## src/hw/rtl/bpds_pkg.sv

```systemverilog
`timescale 1ns / 1ps

package bpds_pkg;

  // fixed field widths
  localparam int BYTE_W    = 8;
  localparam int KIND_W    = 2;
  localparam int ROW_W     = 13;
  localparam int COL_W     = 13;
  localparam int CNT_W     = 7;
  localparam int IMG_W_W   = 13;
  localparam int PAL_W     = 11;

  // configuration port
  localparam int CFG_IDX_W  = 2;
  localparam int CFG_DATA_W = 13;

  typedef enum logic [CFG_IDX_W-1:0] {
    CFG_DEPTH_MODE    = 2'd0,
    CFG_IMAGE_WIDTH   = 2'd1,
    CFG_PALETTE_BYTES = 2'd2
  } cfg_idx_t;

  typedef enum logic [KIND_W-1:0] {
    KIND_PIXEL   = 2'd0,
    KIND_PALETTE = 2'd1,
    KIND_LIMIT   = 2'd2
  } kind_t;

  typedef enum logic {
    PHASE_PALETTE = 1'b0,
    PHASE_PIXELS  = 1'b1
  } phase_t;

  typedef struct packed {
    logic [BYTE_W-1:0] byte_a;
    logic [BYTE_W-1:0] byte_b;
    logic              first_item;
  } in_item_t;

  typedef struct packed {
    logic               depth_mode;
    logic [IMG_W_W-1:0] image_width;
    logic [PAL_W-1:0]   palette_bytes;
  } cfg_t;

endpackage

```

## src/hw/rtl/bpds_if.sv

```systemverilog
`timescale 1ns / 1ps

interface bpds_in_if;
  import bpds_pkg::*;

  logic              valid;
  logic              ready;
  logic [BYTE_W-1:0] byte_a;
  logic [BYTE_W-1:0] byte_b;
  logic              first_item;

  modport source (output valid, output byte_a, output byte_b, output first_item,
                  input ready);
  modport sink   (input valid, input byte_a, input byte_b, input first_item,
                  output ready);
endinterface

interface bpds_out_if;
  import bpds_pkg::*;

  logic              valid;
  logic              ready;
  logic [KIND_W-1:0] result_kind;
  logic [ROW_W-1:0]  row;
  logic [COL_W-1:0]  column;
  logic [CNT_W-1:0]  diff_count;

  modport source (output valid, output result_kind, output row, output column,
                  output diff_count, input ready);
  modport sink   (input valid, input result_kind, input row, input column,
                  input diff_count, output ready);
endinterface

```

## src/hw/rtl/bpds_cfg_regs.sv

```systemverilog
`timescale 1ns / 1ps

module bpds_cfg_regs (
  input  logic                               clk,
  input  logic                               rst_n,
  input  logic                               cfg_we,
  input  logic [bpds_pkg::CFG_IDX_W-1:0]     cfg_idx,
  input  logic [bpds_pkg::CFG_DATA_W-1:0]    cfg_wdata,
  output bpds_pkg::cfg_t                     cfg
);
  import bpds_pkg::*;

  cfg_t cfg_r;

  always_ff @(posedge clk) begin
    if (!rst_n) begin
      cfg_r.depth_mode    <= 1'b1;
      cfg_r.image_width   <= IMG_W_W'(1);
      cfg_r.palette_bytes <= '0;
    end else if (cfg_we) begin
      unique case (cfg_idx)
        CFG_DEPTH_MODE:    cfg_r.depth_mode    <= cfg_wdata[0];
        CFG_IMAGE_WIDTH:   cfg_r.image_width   <= cfg_wdata[IMG_W_W-1:0];
        CFG_PALETTE_BYTES: cfg_r.palette_bytes <= cfg_wdata[PAL_W-1:0];
        default: ;  // unused index, write ignored
      endcase
    end
  end

  assign cfg = cfg_r;

endmodule

```

## src/hw/rtl/bpds_in_stage.sv

```systemverilog
`timescale 1ns / 1ps

module bpds_in_stage (
  input  logic               clk,
  input  logic               rst_n,
  bpds_in_if.sink            in_if,
  input  logic               take,
  output logic               item_valid,
  output bpds_pkg::in_item_t item
);
  import bpds_pkg::*;

  logic     valid_r;
  in_item_t item_r;

  assign in_if.ready = !valid_r || take;

  always_ff @(posedge clk) begin
    if (!rst_n) begin
      valid_r <= 1'b0;
    end else if (in_if.ready) begin
      valid_r <= in_if.valid;
    end
  end

  always_ff @(posedge clk) begin
    if (in_if.valid && in_if.ready) begin
      item_r.byte_a     <= in_if.byte_a;
      item_r.byte_b     <= in_if.byte_b;
      item_r.first_item <= in_if.first_item;
    end
  end

  assign item_valid = valid_r;
  assign item       = item_r;

endmodule

```

## src/hw/rtl/bpds_core.sv

```systemverilog
`timescale 1ns / 1ps

module bpds_core #(
  parameter int MAX_WIDTH       = 4096,
  parameter int MAX_ROWS        = 4096,
  parameter int MAX_DIFFERENCES = 100
) (
  input  logic               clk,
  input  logic               rst_n,
  input  bpds_pkg::cfg_t     cfg,
  input  logic               item_valid,
  input  bpds_pkg::in_item_t item,
  output logic               take,
  bpds_out_if.source         out_if
);
  import bpds_pkg::*;

  // widths derived from the limits
  localparam int CW  = ($clog2(MAX_WIDTH + 1) > IMG_W_W) ? $clog2(MAX_WIDTH + 1) : IMG_W_W;
  localparam int SW  = CW + 2;
  localparam int PW  = $clog2(3 * MAX_WIDTH + 4);
  localparam int PW1 = PW + 1;
  localparam int MW  = 2 * PW + 1;
  localparam int RW  = $clog2(MAX_ROWS + 2);
  localparam int DW  = $clog2(MAX_DIFFERENCES + 2);

  localparam logic [CW-1:0]  W_MAX     = CW'(MAX_WIDTH);
  localparam logic [RW-1:0]  ROW_LIMIT = RW'(MAX_ROWS);
  localparam logic [DW-1:0]  TOT_LIMIT = DW'(MAX_DIFFERENCES + 1);
  // reciprocal of three, exact for any PW-bit dividend
  localparam logic [PW:0]    DIV3_M    = PW1'(((64'd1 << PW1) + 64'd2) / 64'd3);

  // run state
  phase_t            phase_r,   phase_nxt;
  logic [PAL_W-1:0]  pal_idx_r, pal_idx_nxt;
  logic [RW-1:0]     row_r,     row_nxt;
  logic [PW-1:0]     pos_r,     pos_nxt;
  logic [1:0]        bip_r,     bip_nxt;
  logic              counted_r, counted_nxt;
  logic [DW-1:0]     total_r,   total_nxt;
  logic              stopped_r, stopped_nxt;

  // state after an optional clear by first_item
  phase_t            phase_e;
  logic [PAL_W-1:0]  pal_idx_e;
  logic [RW-1:0]     row_e;
  logic [PW-1:0]     pos_e;
  logic [1:0]        bip_e;
  logic              counted_e;
  logic [DW-1:0]     total_e;
  logic              stopped_e;

  logic [CW-1:0]     w_c;
  logic [SW-1:0]     sig, sig_p3, rowlen, pos_x, pos_p1;
  logic [MW-1:0]     prod;
  logic [PW-1:0]     q3;
  logic              differ, pix_go, hit, counted_t;
  logic [DW-1:0]     tot_inc;

  logic              produce;
  kind_t             kind;
  logic [ROW_W-1:0]  res_row;
  logic [COL_W-1:0]  res_col;
  logic [CNT_W-1:0]  res_cnt;

  logic              out_valid_r;
  kind_t             out_kind_r;
  logic [ROW_W-1:0]  out_row_r;
  logic [COL_W-1:0]  out_col_r;
  logic [CNT_W-1:0]  out_cnt_r;

  assign take = item_valid && (!out_valid_r || out_if.ready);

  // row geometry
  always_comb begin
    w_c = CW'(cfg.image_width);
    if (w_c == '0) begin
      w_c = CW'(1);
    end else if (w_c > W_MAX) begin
      w_c = W_MAX;
    end
    sig    = cfg.depth_mode ? (SW'(w_c) + (SW'(w_c) << 1)) : SW'(w_c);
    sig_p3 = sig + SW'(3);
    rowlen = {sig_p3[SW-1:2], 2'b00};
  end

  always_comb begin
    if (item.first_item) begin
      phase_e   = PHASE_PALETTE;
      pal_idx_e = '0;
      row_e     = RW'(1);
      pos_e     = '0;
      bip_e     = '0;
      counted_e = 1'b0;
      total_e   = '0;
      stopped_e = 1'b0;
    end else begin
      phase_e   = phase_r;
      pal_idx_e = pal_idx_r;
      row_e     = row_r;
      pos_e     = pos_r;
      bip_e     = bip_r;
      counted_e = counted_r;
      total_e   = total_r;
      stopped_e = stopped_r;
    end
  end

  // pixel column in 24-bit mode: byte position divided by three
  assign prod   = MW'(pos_e) * MW'(DIV3_M);
  assign q3     = prod[MW-1:PW1];
  assign pos_x  = SW'(pos_e);
  assign pos_p1 = pos_x + SW'(1);
  assign differ = (item.byte_a != item.byte_b);
  assign tot_inc = total_e + DW'(1);

  always_comb begin
    phase_nxt   = phase_e;
    pal_idx_nxt = pal_idx_e;
    row_nxt     = row_e;
    pos_nxt     = pos_e;
    bip_nxt     = bip_e;
    counted_nxt = counted_e;
    total_nxt   = total_e;
    stopped_nxt = stopped_e;
    produce     = 1'b0;
    kind        = KIND_PIXEL;
    res_row     = '0;
    res_col     = '0;
    res_cnt     = '0;
    pix_go      = 1'b0;
    hit         = 1'b0;
    counted_t   = counted_e;

    if (!stopped_e) begin
      if (phase_e == PHASE_PALETTE) begin
        if (!cfg.depth_mode && (pal_idx_e < cfg.palette_bytes)) begin
          pal_idx_nxt = pal_idx_e + PAL_W'(1);
          // every fourth palette byte is reserved and not compared
          if ((pal_idx_e[1:0] != 2'b11) && differ) begin
            stopped_nxt = 1'b1;
            produce     = 1'b1;
            kind        = KIND_PALETTE;
          end
        end else begin
          phase_nxt = PHASE_PIXELS;
          pix_go    = 1'b1;
        end
      end else begin
        pix_go = 1'b1;
      end

      if (pix_go && (row_e <= ROW_LIMIT)) begin
        if (pos_x < sig) begin
          if (cfg.depth_mode) begin
            counted_t   = (bip_e == 2'd0) ? 1'b0 : counted_e;
            hit         = differ && !counted_t;
            counted_nxt = counted_t || hit;
            bip_nxt     = (bip_e >= 2'd2) ? 2'd0 : bip_e + 2'd1;
            res_col     = COL_W'(q3 + PW'(1));
          end else begin
            hit     = differ;
            res_col = COL_W'(pos_p1);
          end
          if (hit) begin
            total_nxt = tot_inc;
            produce   = 1'b1;
            res_row   = ROW_W'(row_e);
            res_cnt   = CNT_W'(tot_inc);
            if (tot_inc == TOT_LIMIT) begin
              stopped_nxt = 1'b1;
              kind        = KIND_LIMIT;
            end
          end
        end
        // row end, padding included
        if (pos_p1 >= rowlen) begin
          pos_nxt     = '0;
          bip_nxt     = '0;
          counted_nxt = 1'b0;
          row_nxt     = row_e + RW'(1);
        end else begin
          pos_nxt = PW'(pos_p1);
        end
      end
    end
  end

  always_ff @(posedge clk) begin
    if (!rst_n) begin
      phase_r     <= PHASE_PALETTE;
      pal_idx_r   <= '0;
      row_r       <= RW'(1);
      pos_r       <= '0;
      bip_r       <= '0;
      counted_r   <= 1'b0;
      total_r     <= '0;
      stopped_r   <= 1'b0;
      out_valid_r <= 1'b0;
    end else begin
      if (take) begin
        phase_r     <= phase_nxt;
        pal_idx_r   <= pal_idx_nxt;
        row_r       <= row_nxt;
        pos_r       <= pos_nxt;
        bip_r       <= bip_nxt;
        counted_r   <= counted_nxt;
        total_r     <= total_nxt;
        stopped_r   <= stopped_nxt;
        out_valid_r <= produce;
      end else if (out_if.ready) begin
        out_valid_r <= 1'b0;
      end
    end
  end

  always_ff @(posedge clk) begin
    if (take && produce) begin
      out_kind_r <= kind;
      out_row_r  <= res_row;
      out_col_r  <= res_col;
      out_cnt_r  <= res_cnt;
    end
  end

  assign out_if.valid       = out_valid_r;
  assign out_if.result_kind = out_kind_r;
  assign out_if.row         = out_row_r;
  assign out_if.column      = out_col_r;
  assign out_if.diff_count  = out_cnt_r;

endmodule

```

## src/hw/rtl/bitmap_pixel_difference_scanner_top.sv

```systemverilog
`timescale 1ns / 1ps

// channel   direction  payload                                  handshake
// in_if     sink       byte_a, byte_b, first_item               valid / ready
// out_if    source     result_kind, row, column, diff_count     valid / ready
// cfg_*     write      cfg_idx, cfg_wdata                       cfg_we, no wait
//
// one byte pair per cycle unless the output stalls; a pair passes the input
// register and then the result register around the compare logic
// pairs that cause no result are absorbed without an output transfer
// synchronous active-low reset clears the run state to the start of a comparison
// a stalled output holds its result while one more input transfer is buffered

module bitmap_pixel_difference_scanner_top #(
  parameter int MAX_WIDTH       = 4096,
  parameter int MAX_ROWS        = 4096,
  parameter int MAX_DIFFERENCES = 100
) (
  input  logic                            clk,
  input  logic                            rst_n,
  bpds_in_if.sink                         in_if,
  bpds_out_if.source                      out_if,
  input  logic                            cfg_we,
  input  logic [bpds_pkg::CFG_IDX_W-1:0]  cfg_idx,
  input  logic [bpds_pkg::CFG_DATA_W-1:0] cfg_wdata
);
  import bpds_pkg::*;

  cfg_t     cfg;
  in_item_t item;
  logic     item_valid;
  logic     take;

  // configuration registers, taken straight by the compare logic
  bpds_cfg_regs u_cfg (
    .clk       (clk),
    .rst_n     (rst_n),
    .cfg_we    (cfg_we),
    .cfg_idx   (cfg_idx),
    .cfg_wdata (cfg_wdata),
    .cfg       (cfg)
  );

  // input register; refills in the same cycle the core takes its item
  bpds_in_stage u_in (
    .clk        (clk),
    .rst_n      (rst_n),
    .in_if      (in_if),
    .take       (take),
    .item_valid (item_valid),
    .item       (item)
  );

  // position counters, comparison, difference count and result register
  bpds_core #(
    .MAX_WIDTH       (MAX_WIDTH),
    .MAX_ROWS        (MAX_ROWS),
    .MAX_DIFFERENCES (MAX_DIFFERENCES)
  ) u_core (
    .clk        (clk),
    .rst_n      (rst_n),
    .cfg        (cfg),
    .item_valid (item_valid),
    .item       (item),
    .take       (take),
    .out_if     (out_if)
  );

endmodule
```

## src/flat_wrapper.sv

```systemverilog
// flat-port wrapper written by rule: the top's interface ports become plain ports
module bitmap_pixel_difference_scanner_top_flat import bpds_pkg::*;
#(
  parameter int MAX_WIDTH       = 4096,
  parameter int MAX_ROWS        = 4096,
  parameter int MAX_DIFFERENCES = 100
)
  (clk, rst_n, cfg_we, cfg_idx, cfg_wdata, in_if_valid, in_if_byte_a, in_if_byte_b, in_if_first_item, in_if_ready, out_if_valid, out_if_result_kind, out_if_row, out_if_column, out_if_diff_count, out_if_ready);
  bpds_in_if in_if_i ();
  bpds_out_if out_if_i ();
  input  logic clk;
  input  logic rst_n;
  input  logic cfg_we;
  input  logic [bpds_pkg::CFG_IDX_W-1:0] cfg_idx;
  input  logic [bpds_pkg::CFG_DATA_W-1:0] cfg_wdata;
  input wire logic [$bits(in_if_i.valid)-1:0] in_if_valid;
  input wire logic [$bits(in_if_i.byte_a)-1:0] in_if_byte_a;
  input wire logic [$bits(in_if_i.byte_b)-1:0] in_if_byte_b;
  input wire logic [$bits(in_if_i.first_item)-1:0] in_if_first_item;
  output wire logic [$bits(in_if_i.ready)-1:0] in_if_ready;
  output wire logic [$bits(out_if_i.valid)-1:0] out_if_valid;
  output wire logic [$bits(out_if_i.result_kind)-1:0] out_if_result_kind;
  output wire logic [$bits(out_if_i.row)-1:0] out_if_row;
  output wire logic [$bits(out_if_i.column)-1:0] out_if_column;
  output wire logic [$bits(out_if_i.diff_count)-1:0] out_if_diff_count;
  input wire logic [$bits(out_if_i.ready)-1:0] out_if_ready;
  assign in_if_i.valid = in_if_valid;
  assign in_if_i.byte_a = in_if_byte_a;
  assign in_if_i.byte_b = in_if_byte_b;
  assign in_if_i.first_item = in_if_first_item;
  assign in_if_ready = in_if_i.ready;
  assign out_if_valid = out_if_i.valid;
  assign out_if_result_kind = out_if_i.result_kind;
  assign out_if_row = out_if_i.row;
  assign out_if_column = out_if_i.column;
  assign out_if_diff_count = out_if_i.diff_count;
  assign out_if_i.ready = out_if_ready;
  bitmap_pixel_difference_scanner_top #(.MAX_WIDTH(MAX_WIDTH), .MAX_ROWS(MAX_ROWS), .MAX_DIFFERENCES(MAX_DIFFERENCES)) u_core (.clk(clk), .rst_n(rst_n), .in_if(in_if_i), .out_if(out_if_i), .cfg_we(cfg_we), .cfg_idx(cfg_idx), .cfg_wdata(cfg_wdata));
endmodule
```

## config.mk

```make
export PLATFORM = sky130hd
export DESIGN_NAME = bitmap_pixel_difference_scanner_top_flat
export DESIGN_NICKNAME = d
export VERILOG_FILES = /design/src/hw/rtl/bpds_pkg.sv /design/src/hw/rtl/bpds_if.sv /design/src/hw/rtl/bpds_cfg_regs.sv /design/src/hw/rtl/bpds_in_stage.sv /design/src/hw/rtl/bpds_core.sv /design/src/hw/rtl/bitmap_pixel_difference_scanner_top.sv /design/src/flat_wrapper.sv
export SDC_FILE = /design/constraint.sdc
export NUM_CORES = 1
export LEC_CHECK = 0
export ABC_AREA = 1
export BUFFER_PORTS_ARGS = -buffer_cell sky130_fd_sc_hd__buf_4
export CAP_MARGIN = 20
export CORE_UTILIZATION = 38
export DETAILED_ROUTE_END_ITERATION = 8
export PLACE_DENSITY_LB_ADDON = 0.3
export SLEW_MARGIN = 10
export SYNTH_ARGS = -nofsm -noshare
export SYNTH_HDL_FRONTEND = slang
export SYNTH_SLANG_ARGS = --single-unit
```

## constraint.sdc

```tcl
create_clock -name clk -period 7.1 [get_ports clk]
set_clock_uncertainty 0.15 [all_clocks]
set_input_delay 0.355 -clock clk [delete_from_list [all_inputs] [get_ports clk]]
set_output_delay 0.355 -clock clk [all_outputs]
set_load 0.01 [all_outputs]
```

==> metrics, run 1 <==
Syn-to-layout area delta=14.4%; GPL Wtd Cong=0.954; max-cap violations=0; kind of critical path=reg2reg; r2r endpoint=u_core.u_core.out_if.column[9]; Core Footprint=0.0316 sq mm; # DRC=0; antenna violations before repair=0; H-Tree Depth=4; Final Max Slew Viols=0; GRT Util Overall=20.6%; post-CTS resize count=0; synthesized cell area=0.0122 sq mm; final WL=32800 um; post-synthesis cell type count=53; CTS tree=built; clock slew at reported path FFs=60 ps; clk root buf=clkbuf_16; R2R setup slack=500 ps; Hold Crit Class=in2reg; CP Capture Type=register; nets=1948; outcome=finished clean; chip width=181 um; maximum clock rate=151 MHz; Min-Delay Path Depth=3; die footprint=0.0329 sq mm; worst slack, placed=580 ps; Max clock buf depth=2; CTS buffer count=17; leakage dissipation=6.79 nW; DR iter-0 viols=691; Seq cells post-synth=129; Avg Cell Area, Syn=7.54 sq um; Setup TNS=0 ps; Critical Path Stages=24; Reg2Reg Launch Point=u_core.u_in.item[0]; CP Cell Sequence=inv_2 > nand2_1 > inv_1 > ha_1 > inv_1 > fa_1 > fa_1 > fa_1 > fa_1 > inv_1 > ha_1 > ha_1 > nand2_1 > nor4_1 > nand2_1 > nand2_1 > a21oi_1 > xnor2_1 > nand2_1 > nor2_1 > nand2_1 > nor2_1 > xor2_1 > a21oi_1; Crit-path slowest cell=edfxtp_1; pwr dens=167 mW/mm^2; register area share after synthesis=25.4%; crit-path leading delay family=adder cells; Syn Nets=1858; vias in the first global route=10600; vias per inst=5.11; first-pass GRT wire length=53400 um; Vias=10900; Tcrit/Tclk final=93.0%; setup violators final=0; RSZ-0062 raised after global routing=false; cells on worst reg2reg path=24; synth warn=0; largest net degree at the start of global routing=40; Final ANT Viol Nets=0; Max rail drop VDD=0.193 mV; IO Pins=74; GRT overflow=0; Post-synth ARST share=0%; Skew-Pair Late Insertion Delay=450 ps; WL/cell=15.4 um; Worst Path Required=7120 ps; post-route cell area=0.0140 sq mm; final setup margin=496 ps; crit-path max cell delay=630 ps; Fin. Hold Viols=0; Worst Setup Start Kind=register; Starting Density=38.7%; Critical Path Most Common Cell=nand2_1; Hold Crit Start=cfg_wdata[6]; Post-synth top flop=dfxtp_1; Cells after DPL=2076; Least-Margin Pin Slew=901 ps; num rows=65; critical path buffer and inverter count=4; HPWL after detailed placement=26400 um; Critical Path AT=6630 ps; Finished Layout Cells=2125; share of cells above drive strength 1=10.5%; CTS sink count=129; postcts setup bufs=0; cell count after synthesis=1620; first drt pass iteration count=5; worst hold endpoint=u_core.u_cfg.cfg[17]; ant diodes=0; Tmin final=6600 ps; DIE HEIGHT=181 um; Port Buffers=73; CP Max Fanout=13; DP Area=0.0132 sq mm; Slew headroom=39.9%; Post-synth EDFFs=52
state kept, by name, summed over array words and instances, names as in the netlist, 2 cells and up:
name and flops:
u_core.u_cfg.cfg 25, u_core.u_core.bip_r 2, u_core.u_core.out_if.column 13, u_core.u_core.out_if.diff_count 7, u_core.u_core.out_if.result_kind 2, u_core.u_core.out_if.row 13
u_core.u_core.pal_idx_r 11, u_core.u_core.pos_r 14, u_core.u_core.row_r 13, u_core.u_core.total_r 7, u_core.u_in.item 17
tightest hold or removal path, delay by kind of cell:
family / cells / cell delay [ps]
buffers and inverters: 1 / 90
AO/OA/AOI/OAI: 1 / 70
AND/OR/NAND/NOR: 1 / 70
worst max-delay path by stage:
stage / startpoint / to / slack [ps]
final: u_core.u_in.item[0] / u_core.u_core.out_if.column[9] / 500
after global routing: u_core.u_in.item[0] / u_core.u_core.out_if.column[9] / 100
after CTS: u_core.u_in.item[0] / u_core.u_core.out_if.column[9] / 550
after detailed placement: u_core.u_in.item[0] / u_core.u_core.out_if.column[9] / 580
after global placement: u_core.u_in.item[0] / u_core.u_core.out_if.column[9] / 690
after floorplan: u_core.u_in.item[0] / u_core.u_core.out_if.column[9] / 580
through the flow:
step / power, mW / hold slack [ps] / utilization (%)
floorplan: 1.28 / 280 / -
global placement: 1.44 / 296 / 41.9
detailed placement: 1.45 / 302 / 41.9
CTS: 2.35 / 13.4 / 44.3
global route: 2.46 / 26.9 / 44.3
finish: 2.33 / 33.6 / 44.3
repair_timing:
item / in CTS / in global routing
endpoints found under the hold margin: 17 / 0
endpoints found under the setup margin: 0 / 0
hold buffers: 17 / 0
kinds of logic after synthesis:
logic type               after synthesis  share of synthesized area [%]
AND/OR/NAND/NOR                      643                           23.9
XOR/XNOR                              47                           3.37
adder cells (fa/ha/maj)              201                           24.2
flip-flops                           129                           25.4
AO/OA/AOI/OAI                        272                           12.7
buffers and inverters                328                           10.5
routing by layer:
metal / wire, um / global-route usage (%) / up-vias
li1: - / - / 5477
met1: 14900 / 26.7 / 5058
met2: 15500 / 34.4 / 293
met3: 1820 / 3.89 / 34
met4: 582 / 6.78 / 0
met5: 0 / 0 / -
cells in the mapped netlist (5+ instances only):
master | n | area, sq um
a21oi_1 | 117 | 586
nand3_1 | 66 | 330
dfxtp_1 | 77 | 1540
nor2_1 | 167 | 627
xnor2_1 | 14 | 123
nor4_1 | 7 | 43.8
a31oi_1 | 8 | 50.1
nor2_2 | 5 | 31.3
nand4_1 | 33 | 206
ha_1 | 143 | 1790
inv_2 | 5 | 18.8
edfxtp_1 | 52 | 1560
nand2_2 | 8 | 50.1
o21ai_1 | 5 | 25.0
clkbuf_1 | 24 | 90.1
nand3_2 | 6 | 60.1
o211ai_1 | 18 | 135
o21bai_1 | 5 | 37.5
o21ai_0 | 87 | 435
inv_1 | 282 | 1060
fa_1 | 58 | 1160
nand2_4 | 8 | 90.1
xor2_1 | 33 | 289
nor3_1 | 23 | 115
or2_2 | 7 | 43.8
nand2_1 | 294 | 1100
layout by cell type (no fill, tap or decap), types with 4 or more instances in the layout:
cell type        n
o21bai_1         5
inv_2            5
a21oi_1        117
fa_1            58
a21boi_0         4
nand2_4          8
nand3_1         66
nand4_1         33
o21ai_0         87
nor2_1         167
a31oi_1          8
inv_1          282
or2_2            7
a221oi_1         4
clkbuf_16       19
nand3_2          6
xnor2_1         14
xor2_1          33
o211ai_1        18
nand2_2          8
ha_1           143
nor3_1          23
nand2_1        294
nor2_2           5
buf_4           92
inv_6            4
dfxtp_1         77
o21ai_1          5
a211oi_1         4
edfxtp_1        52
a21o_1           4
nor4_1           7
dlygate4sd3_1   17
nand3b_1         4
o21a_1           4
o21ai_2          4
report_power, final:
part	leakage, nW	total [mW]	switching, mW	internal, mW
logic	5.36	0.603	0.389	0.214
clock network	0.289	0.891	0.363	0.528
registers	1.14	0.839	0.0196	0.819
cell type report:
type,instances,area (sq um)
clock buffer,20,479
tap,402,503
timing repair buffer,109,861
inverter,290,1090
fill,3194,17600
clock inverter,12,118
sequential,129,3100
multi-input combinational,1163,7830
(Power assumes the default switching activity.)
==> inputs of run 2 (changes only) <==
--- a/config.mk
+++ b/config.mk
@@ -11,6 +11,7 @@
 export CORE_UTILIZATION = 38
 export DETAILED_ROUTE_END_ITERATION = 8
 export PLACE_DENSITY_LB_ADDON = 0.3
+export REMOVE_ABC_BUFFERS = 1
 export SLEW_MARGIN = 10
 export SYNTH_ARGS = -nofsm -noshare
 export SYNTH_HDL_FRONTEND = slang
==> run 2 against run 1 <==
- register-to-register slack hardly changed
- critical endpoint unchanged
- clock power down 7.0%
- largest power group is now sequential cells
- maximum frequency rose by 0.17%
- via count is 0.41% lower
- hold slack better by 13 ps
- routed wire length up 1.0%
- non-clock buffer count grew 1
- critical path type unchanged
==> metrics, run 2 (synthesized netlist as in run 1, its figures left out) <==
WL/cell=15.6 um (was 15.4 um); Hold Crit Class=in2reg (unchanged); Least-Margin Pin Slew=1070 ps (was 901 ps); CTS tree=built (unchanged); pwr dens=163 mW/mm^2 (was 167 mW/mm^2); Largest register FFs=25 (unchanged); Critical Path AT=6600 ps (was 6630 ps); GPL Wtd Cong=0.949 (was 0.954); end point of the critical path=u_core.u_core.out_if.column[9] (unchanged); largest net degree at the start of global routing=40 (unchanged); Port Buffers=73 (unchanged); Skew-Pair Late Insertion Delay=430 ps (was 450 ps); ant diodes=0 (unchanged); Fin. Hold Viols=0 (unchanged); Max clock buf depth=2 (unchanged); kind of critical path=reg2reg (unchanged); Core Footprint=0.0316 sq mm (unchanged); Reg2Reg Launch Point=u_core.u_in.item[0] (unchanged); vias in the first global route=10300 (was 10600); DR iter-0 viols=764 (was 691); Vias=10800 (was 10900); setup violators final=0 (unchanged); HPWL after detailed placement=26800 um (was 26400 um); fillcell total=3169 (was 3194); Crit-path slowest cell=edfxtp_1 (unchanged); CP Max Fanout=12 (was 13); Setup TNS=0 ps (unchanged); CP Capture Type=register (unchanged); max-cap violations=0 (unchanged); Syn-to-layout area delta=14.2% (was 14.4%); switching power=723 uW (was 771 uW); CTS buffer count=17 (unchanged); CP Cell Sequence=nor2_1 > ha_1 > inv_1 > fa_1 > fa_1 > fa_1 > inv_1 > fa_1 > ha_1 > ha_1 > nand2_1 > nor2_1 > inv_1 > nor3_2 > nand4_1 > nand3_1 > xor2_1 > nand2_1 > nor2_1 > nand2_1 > nor2_1 > xor2_1 > a21oi_1 (was inv_2 > nand2_1 > inv_1 > ha_1 > inv_1 > fa_1 > fa_1 > fa_1 > fa_1 > inv_1 > ha_1 > ha_1 > nand2_1 > nor4_1 > nand2_1 > nand2_1 > a21oi_1 > xnor2_1 > nand2_1 > nor2_1 > nand2_1 > nor2_1 > xor2_1 > a21oi_1); # DRC=0 (unchanged); Worst Path Required=7110 ps (was 7120 ps); Tcrit/Tclk final=92.9% (was 93.0%); clk root buf=clkbuf_16 (unchanged); nets=1949 (was 1948); clock slew at reported path FFs=60 ps (about the same); Max rail drop VDD=0.169 mV (was 0.193 mV); Final Max Slew Viols=0 (unchanged); die footprint=0.0329 sq mm (unchanged); RSZ-0062 raised after global routing=false (unchanged); Tmin final=6590 ps (was 6600 ps); GRT Util Overall=20.6% (about the same); cells on worst reg2reg path=23 (was 24); share of cells above drive strength 1=10.3% (was 10.5%); r2r endpoint=u_core.u_core.out_if.column[9] (unchanged); chip width=181 um (unchanged); Sw Share=31.8% (was 33.1%); first-pass GRT wire length=53300 um (was 53400 um); critical path launch point=u_core.u_in.item[0] (unchanged); sequential share of power=36.9% (was 36.0%); vias per inst=5.09 (was 5.11); crit-path max cell delay=580 ps (was 630 ps); R2R setup slack=510 ps (was 500 ps); Starting Density=38.7% (unchanged); first drt pass iteration count=5 (unchanged); Worst Setup Start Kind=register (unchanged); CTS sink count=129 (unchanged); Internal=1.55 mW (was 1.56 mW); Final ANT Viol Nets=0 (unchanged); GRT overflow=0 (unchanged); final WL=33100 um (was 32800 um); DIE HEIGHT=181 um (unchanged); commonest non-fill, non-tap cell in the layout=nand2_1 (unchanged); WHS=46.3 ps (was 33.6 ps); combinational power share=26.6% (was 25.8%); leakage dissipation=6.77 nW (was 6.79 nW); Clock power frac=36.5% (was 38.2%); Slew headroom=28.2% (was 39.9%); H-Tree Depth=4 (unchanged); IO Pins=74 (unchanged); maximum clock rate=152 MHz (was 151 MHz); num rows=65 (unchanged); antenna violations before repair=0 (unchanged); outcome=finished clean (unchanged); highest-count cells in the layout ignoring fill and taps=nand2_1 (294), inv_1 (282), nor2_1 (167) (unchanged); multi-input logic area=0.00783 sq mm (unchanged); Sequential Area=0.00310 sq mm (unchanged)
==> run 2: changes by cell type in the layout (fill, tap and decap cells not counted), moves of 2 or more <==
cell / previous run / this run
clkbuf_16: 19 / 17
clkbuf_1: 1 / 5
inv_6: 4 / 0
clkinv_2: 1 / 3
==> run 2: worst max-delay path, delay by kind of cell (launching register included) <==
family	cells	cell delay (ps)
simple gates	10	1680
buf+inv	3	230
flops	1	580
xor+xnor	2	540
fa+ha+maj	7	3050
compound gates	1	70
==> run 2: cell type report <==
type,count,area share [%]
flip-flops and latches,129,22.3
well taps,402,3.61
clock inverters,10,0.808
clock buffers,22,3.19
repair buffers,110,6.23
inverters,290,7.81
multi-input cells,1163,56.1
==> run 2: power by group through the flow <==
stage	registers, mW	logic (mW)	clock network [mW]
after global routing	0.844	0.685	0.880
after detailed placement	0.855	0.595	0
after global placement	0.854	0.589	0
after floorplan	0.862	0.397	0
final	0.839	0.605	0.829
after CTS	0.839	0.607	0.850
==> run 2: repair_timing <==
item | in CTS | in global routing
setup endpoints to repair | 0 | 0
endpoints found under the hold margin | 17 | 0
gates resized for setup | 0 | 0
hold buffers | 17 | 0
setup buffers | 0 | 0
==> run 2: metal layers <==
layer  vias up  global-route usage (%)  wire (um)
li1       5498                       -          -
met1      5015                    28.0      15700
met2       262                    33.5      15100
met3        43                    3.29       1580
met4         0                    6.64        785
met5         -                       0          0
==> run 2: metrics by stage <==
step / util, % / power [mW] / instances / area [sq um] / worst slack [ps]
floorplan: - / 1.26 / 1582 / 12000 / 523
global placement: 41.9 / 1.44 / 2077 / 13200 / 613
detailed placement: 41.9 / 1.45 / 2077 / 13200 / 557
CTS: 44.2 / 2.30 / 2126 / 13900 / 541
global route: 44.2 / 2.41 / 2126 / 13900 / 97.0
finish: 44.2 / 2.27 / 2126 / 13900 / 508
==> run 2: how the worst min path moves through the flow <==
| stage | start | to | depth (start not counted) |
|---|---|---|---|
| 5_1_grt | cfg_wdata[3] | u_core.u_cfg.cfg[14] | 3 |
| 3_3_place_gp | u_core.u_cfg.cfg[0] | u_core.u_cfg.cfg[0] | 2 |
| 6_report | cfg_wdata[1] | u_core.u_cfg.cfg[12] | 3 |
| 3_5_place_dp | u_core.u_cfg.cfg[6] | u_core.u_cfg.cfg[6] | 2 |
| 4_1_cts | cfg_wdata[1] | u_core.u_cfg.cfg[12] | 3 |
| 2_1_floorplan | u_core.u_cfg.cfg[0] | u_core.u_cfg.cfg[0] | 2 |
==> inputs of run 3 (changes only) <==
--- a/config.mk
+++ b/config.mk
@@ -10,6 +10,7 @@
 export CAP_MARGIN = 20
 export CORE_UTILIZATION = 38
 export DETAILED_ROUTE_END_ITERATION = 8
+export HOLD_SLACK_MARGIN = 0.08
 export PLACE_DENSITY_LB_ADDON = 0.3
 export REMOVE_ABC_BUFFERS = 1
 export SLEW_MARGIN = 10
==> run 3 against run 2 <==
- combinational power up 1%
- non-clock buffer count up 14
- register-to-register slack worse by 30 ps
- critical path depth unchanged
- via count up 0.55%
- flip-flop and latch count unchanged
- clock-buffer cell count unchanged
- utilization up 0.44 points
- first-iteration DRC count down 1.3%
- critical endpoint unchanged
==> metrics, run 3 (synthesized netlist as in run 1, its figures left out) <==
ant diodes=0 (unchanged); Fin. Hold Viols=0 (unchanged); Max clock buf depth=2 (unchanged); largest net degree at the start of global routing=40 (unchanged); Starting Density=38.7% (unchanged); post-route cell area=0.0141 sq mm (was 0.0139 sq mm); maximum clock rate=151 MHz (was 152 MHz); Min-Delay Path Depth=3 (unchanged); CTS tree=built (unchanged); CTS sink count=129 (unchanged); GPL Wtd Cong=0.949 (unchanged); nets=1963 (was 1949); Vias=10900 (was 10800); commonest non-fill, non-tap cell in the layout=nand2_1 (unchanged); cells on worst reg2reg path=23 (unchanged); die footprint=0.0329 sq mm (unchanged); Finished Layout Cells=2140 (was 2126); fillcell total=3160 (was 3169); WHS=104 ps (was 46.3 ps); Max rail drop VDD=0.169 mV (about the same); antenna violations before repair=0 (unchanged); critical path buffer and inverter count=3 (unchanged); Clock power frac=36.3% (was 36.5%); Core Footprint=0.0316 sq mm (unchanged); H-Tree Depth=4 (unchanged); Setup TNS=0 ps (unchanged); CP Max Fanout=12 (unchanged); Worst Path Required=7110 ps (about the same); Skew-Pair Late Insertion Delay=430 ps (about the same); crit-path leading delay family=adder cells (unchanged); DP Area=0.0132 sq mm (unchanged); Port Buffers=73 (unchanged); WL/cell=15.6 um (about the same); CTS buffer count=17 (unchanged); GRT Util Overall=20.7% (was 20.6%); Hold Crit Class=in2reg (unchanged); Crit-path slowest cell=edfxtp_1 (unchanged); Tmin final=6620 ps (was 6590 ps); sequential share of power=36.8% (was 36.9%); Internal=1.55 mW (about the same); Least-Margin Pin Slew=1060 ps (was 1070 ps); setup violators final=0 (unchanged); GRT overflow=0 (unchanged); CP Cell Sequence=nor2_1 > ha_1 > inv_1 > fa_1 > fa_1 > fa_1 > inv_1 > fa_1 > ha_1 > ha_1 > nand2_1 > nor2_1 > inv_1 > nor3_2 > nand4_1 > nand3_1 > xor2_1 > nand2_1 > nor2_1 > nand2_1 > nor2_1 > xor2_1 > a21oi_1 (unchanged); num rows=65 (unchanged); crit-path max cell delay=580 ps (about the same); worst hold endpoint=u_core.u_cfg.cfg[9] (was u_core.u_cfg.cfg[12]); clk root buf=clkbuf_16 (unchanged); DR iter-0 viols=754 (was 764); first-pass GRT wire length=53600 um (was 53300 um); pwr dens=162 mW/mm^2 (was 163 mW/mm^2); Final ANT Viol Nets=0 (unchanged); # DRC=0 (unchanged); first drt pass iteration count=5 (unchanged); Final Max Slew Viols=0 (unchanged); Syn-to-layout area delta=15.3% (was 14.2%); Critical Path AT=6630 ps (was 6600 ps); vias per inst=5.08 (was 5.09); HPWL after detailed placement=26800 um (unchanged); share of cells above drive strength 1=10.2% (was 10.3%); Sw Share=31.8% (about the same); CP Capture Type=register (unchanged); kind of critical path=reg2reg (unchanged); Largest register FFs=25 (unchanged); outcome=finished clean (unchanged); Slew headroom=29.0% (was 28.2%); vias in the first global route=10400 (was 10300); Reg2Reg Launch Point=u_core.u_in.item[0] (unchanged); clock slew at reported path FFs=60 ps (about the same); leakage dissipation=6.83 nW (was 6.77 nW); DIE HEIGHT=181 um (unchanged); RSZ-0062 raised after global routing=false (unchanged); IO Pins=74 (unchanged); final WL=33300 um (was 33100 um); Worst Setup Start Kind=register (unchanged); post-CTS resize count=0 (unchanged); switching power=725 uW (was 723 uW); Tcrit/Tclk final=93.2% (was 92.9%); Hold Crit Start=cfg_wdata[9] (was cfg_wdata[1]); R2R setup slack=480 ps (was 510 ps); combinational power share=26.8% (was 26.6%); highest-count cells in the layout ignoring fill and taps=nand2_1 (294), inv_1 (282), nor2_1 (167) (unchanged); Cells after DPL=2077 (unchanged); chip width=181 um (unchanged); max-cap violations=0 (unchanged); r2r endpoint=u_core.u_core.out_if.column[9] (unchanged)
==> run 3: cell count changes in the layout (fill, tap and decap cells not counted), sizes merged <==
cell,previous run,this run
dlygate4sd3,17,31
==> run 3: per-layer routing <==
layer,global-route usage (%),vias to the layer above,wire [um]
met5,0,-,0
met4,6.64,0,797
met3,3.25,46,1430
met2,33.9,250,15200
met1,27.9,5053,15900
li1,-,5529,-
==> run 3: per-stage QoR <==
| stage | total power [mW] | util (%) | setup slack, ps |
|---|---|---|---|
| CTS | 2.30 | 44.6 | 541 |
| detailed placement | 1.45 | 41.9 | 557 |
| finish | 2.28 | 44.6 | 481 |
| floorplan | 1.26 | - | 523 |
| global route | 2.41 | 44.6 | 97.0 |
| global placement | 1.44 | 41.9 | 613 |
==> run 3: cell type report <==
class / count / area [sq um] / share of cell area, %
inverter: 290 / 1090 / 7.73
clock inverter: 10 / 113 / 0.800
clock buffer: 22 / 444 / 3.15
timing repair buffer: 124 / 1010 / 7.16
multi-input combinational: 1163 / 7830 / 55.6
tap: 402 / 503 / 3.57
sequential: 129 / 3100 / 22.0
==> run 3: worst reg2reg max path, cell delays in order, from the launching register on <==
cell      delay (ps)
edfxtp_1         580
nor2_1           560
ha_1             360
inv_1             80
fa_1             450
fa_1             500
fa_1             550
inv_1             60
fa_1             490
ha_1             320
ha_1             390
nand2_1          130
nor2_1           180
inv_1             90
nor3_2           150
nand4_1          110
nand3_1          130
xor2_1           400
nand2_1          100
nor2_1           130
nand2_1          100
nor2_1           120
xor2_1           150
a21oi_1           80
==> run 3: worst max-delay path by stage <==
stage	start	end	slack (ps)	cells past startpoint
6_report	u_core.u_in.item[0]	u_core.u_core.out_if.column[9]	480	23
2_1_floorplan	u_core.u_in.item[0]	u_core.u_core.out_if.column[9]	520	25
5_1_grt	u_core.u_in.item[0]	u_core.u_core.out_if.column[9]	100	23
3_3_place_gp	u_core.u_in.item[0]	u_core.u_core.out_if.column[9]	610	23
3_5_place_dp	u_core.u_in.item[0]	u_core.u_core.out_if.column[9]	560	23
4_1_cts	u_core.u_in.item[0]	u_core.u_core.out_if.column[9]	540	23
==> run 3: repair_timing <==
item / in CTS / in global routing
endpoints found under the hold margin: 37 / 0
hold buffers: 31 / 0
setup endpoints to repair: 0 / 0
buffers inserted: 0 / 0
==> run 3: power groups by stage <==
stage / combinational [mW] / clock [mW] / sequential [mW]
CTS: 0.613 / 0.850 / 0.839
global route: 0.691 / 0.879 / 0.844
finish: 0.612 / 0.829 / 0.839
floorplan: 0.397 / 0 / 0.862
global placement: 0.589 / 0 / 0.854
detailed placement: 0.595 / 0 / 0.855
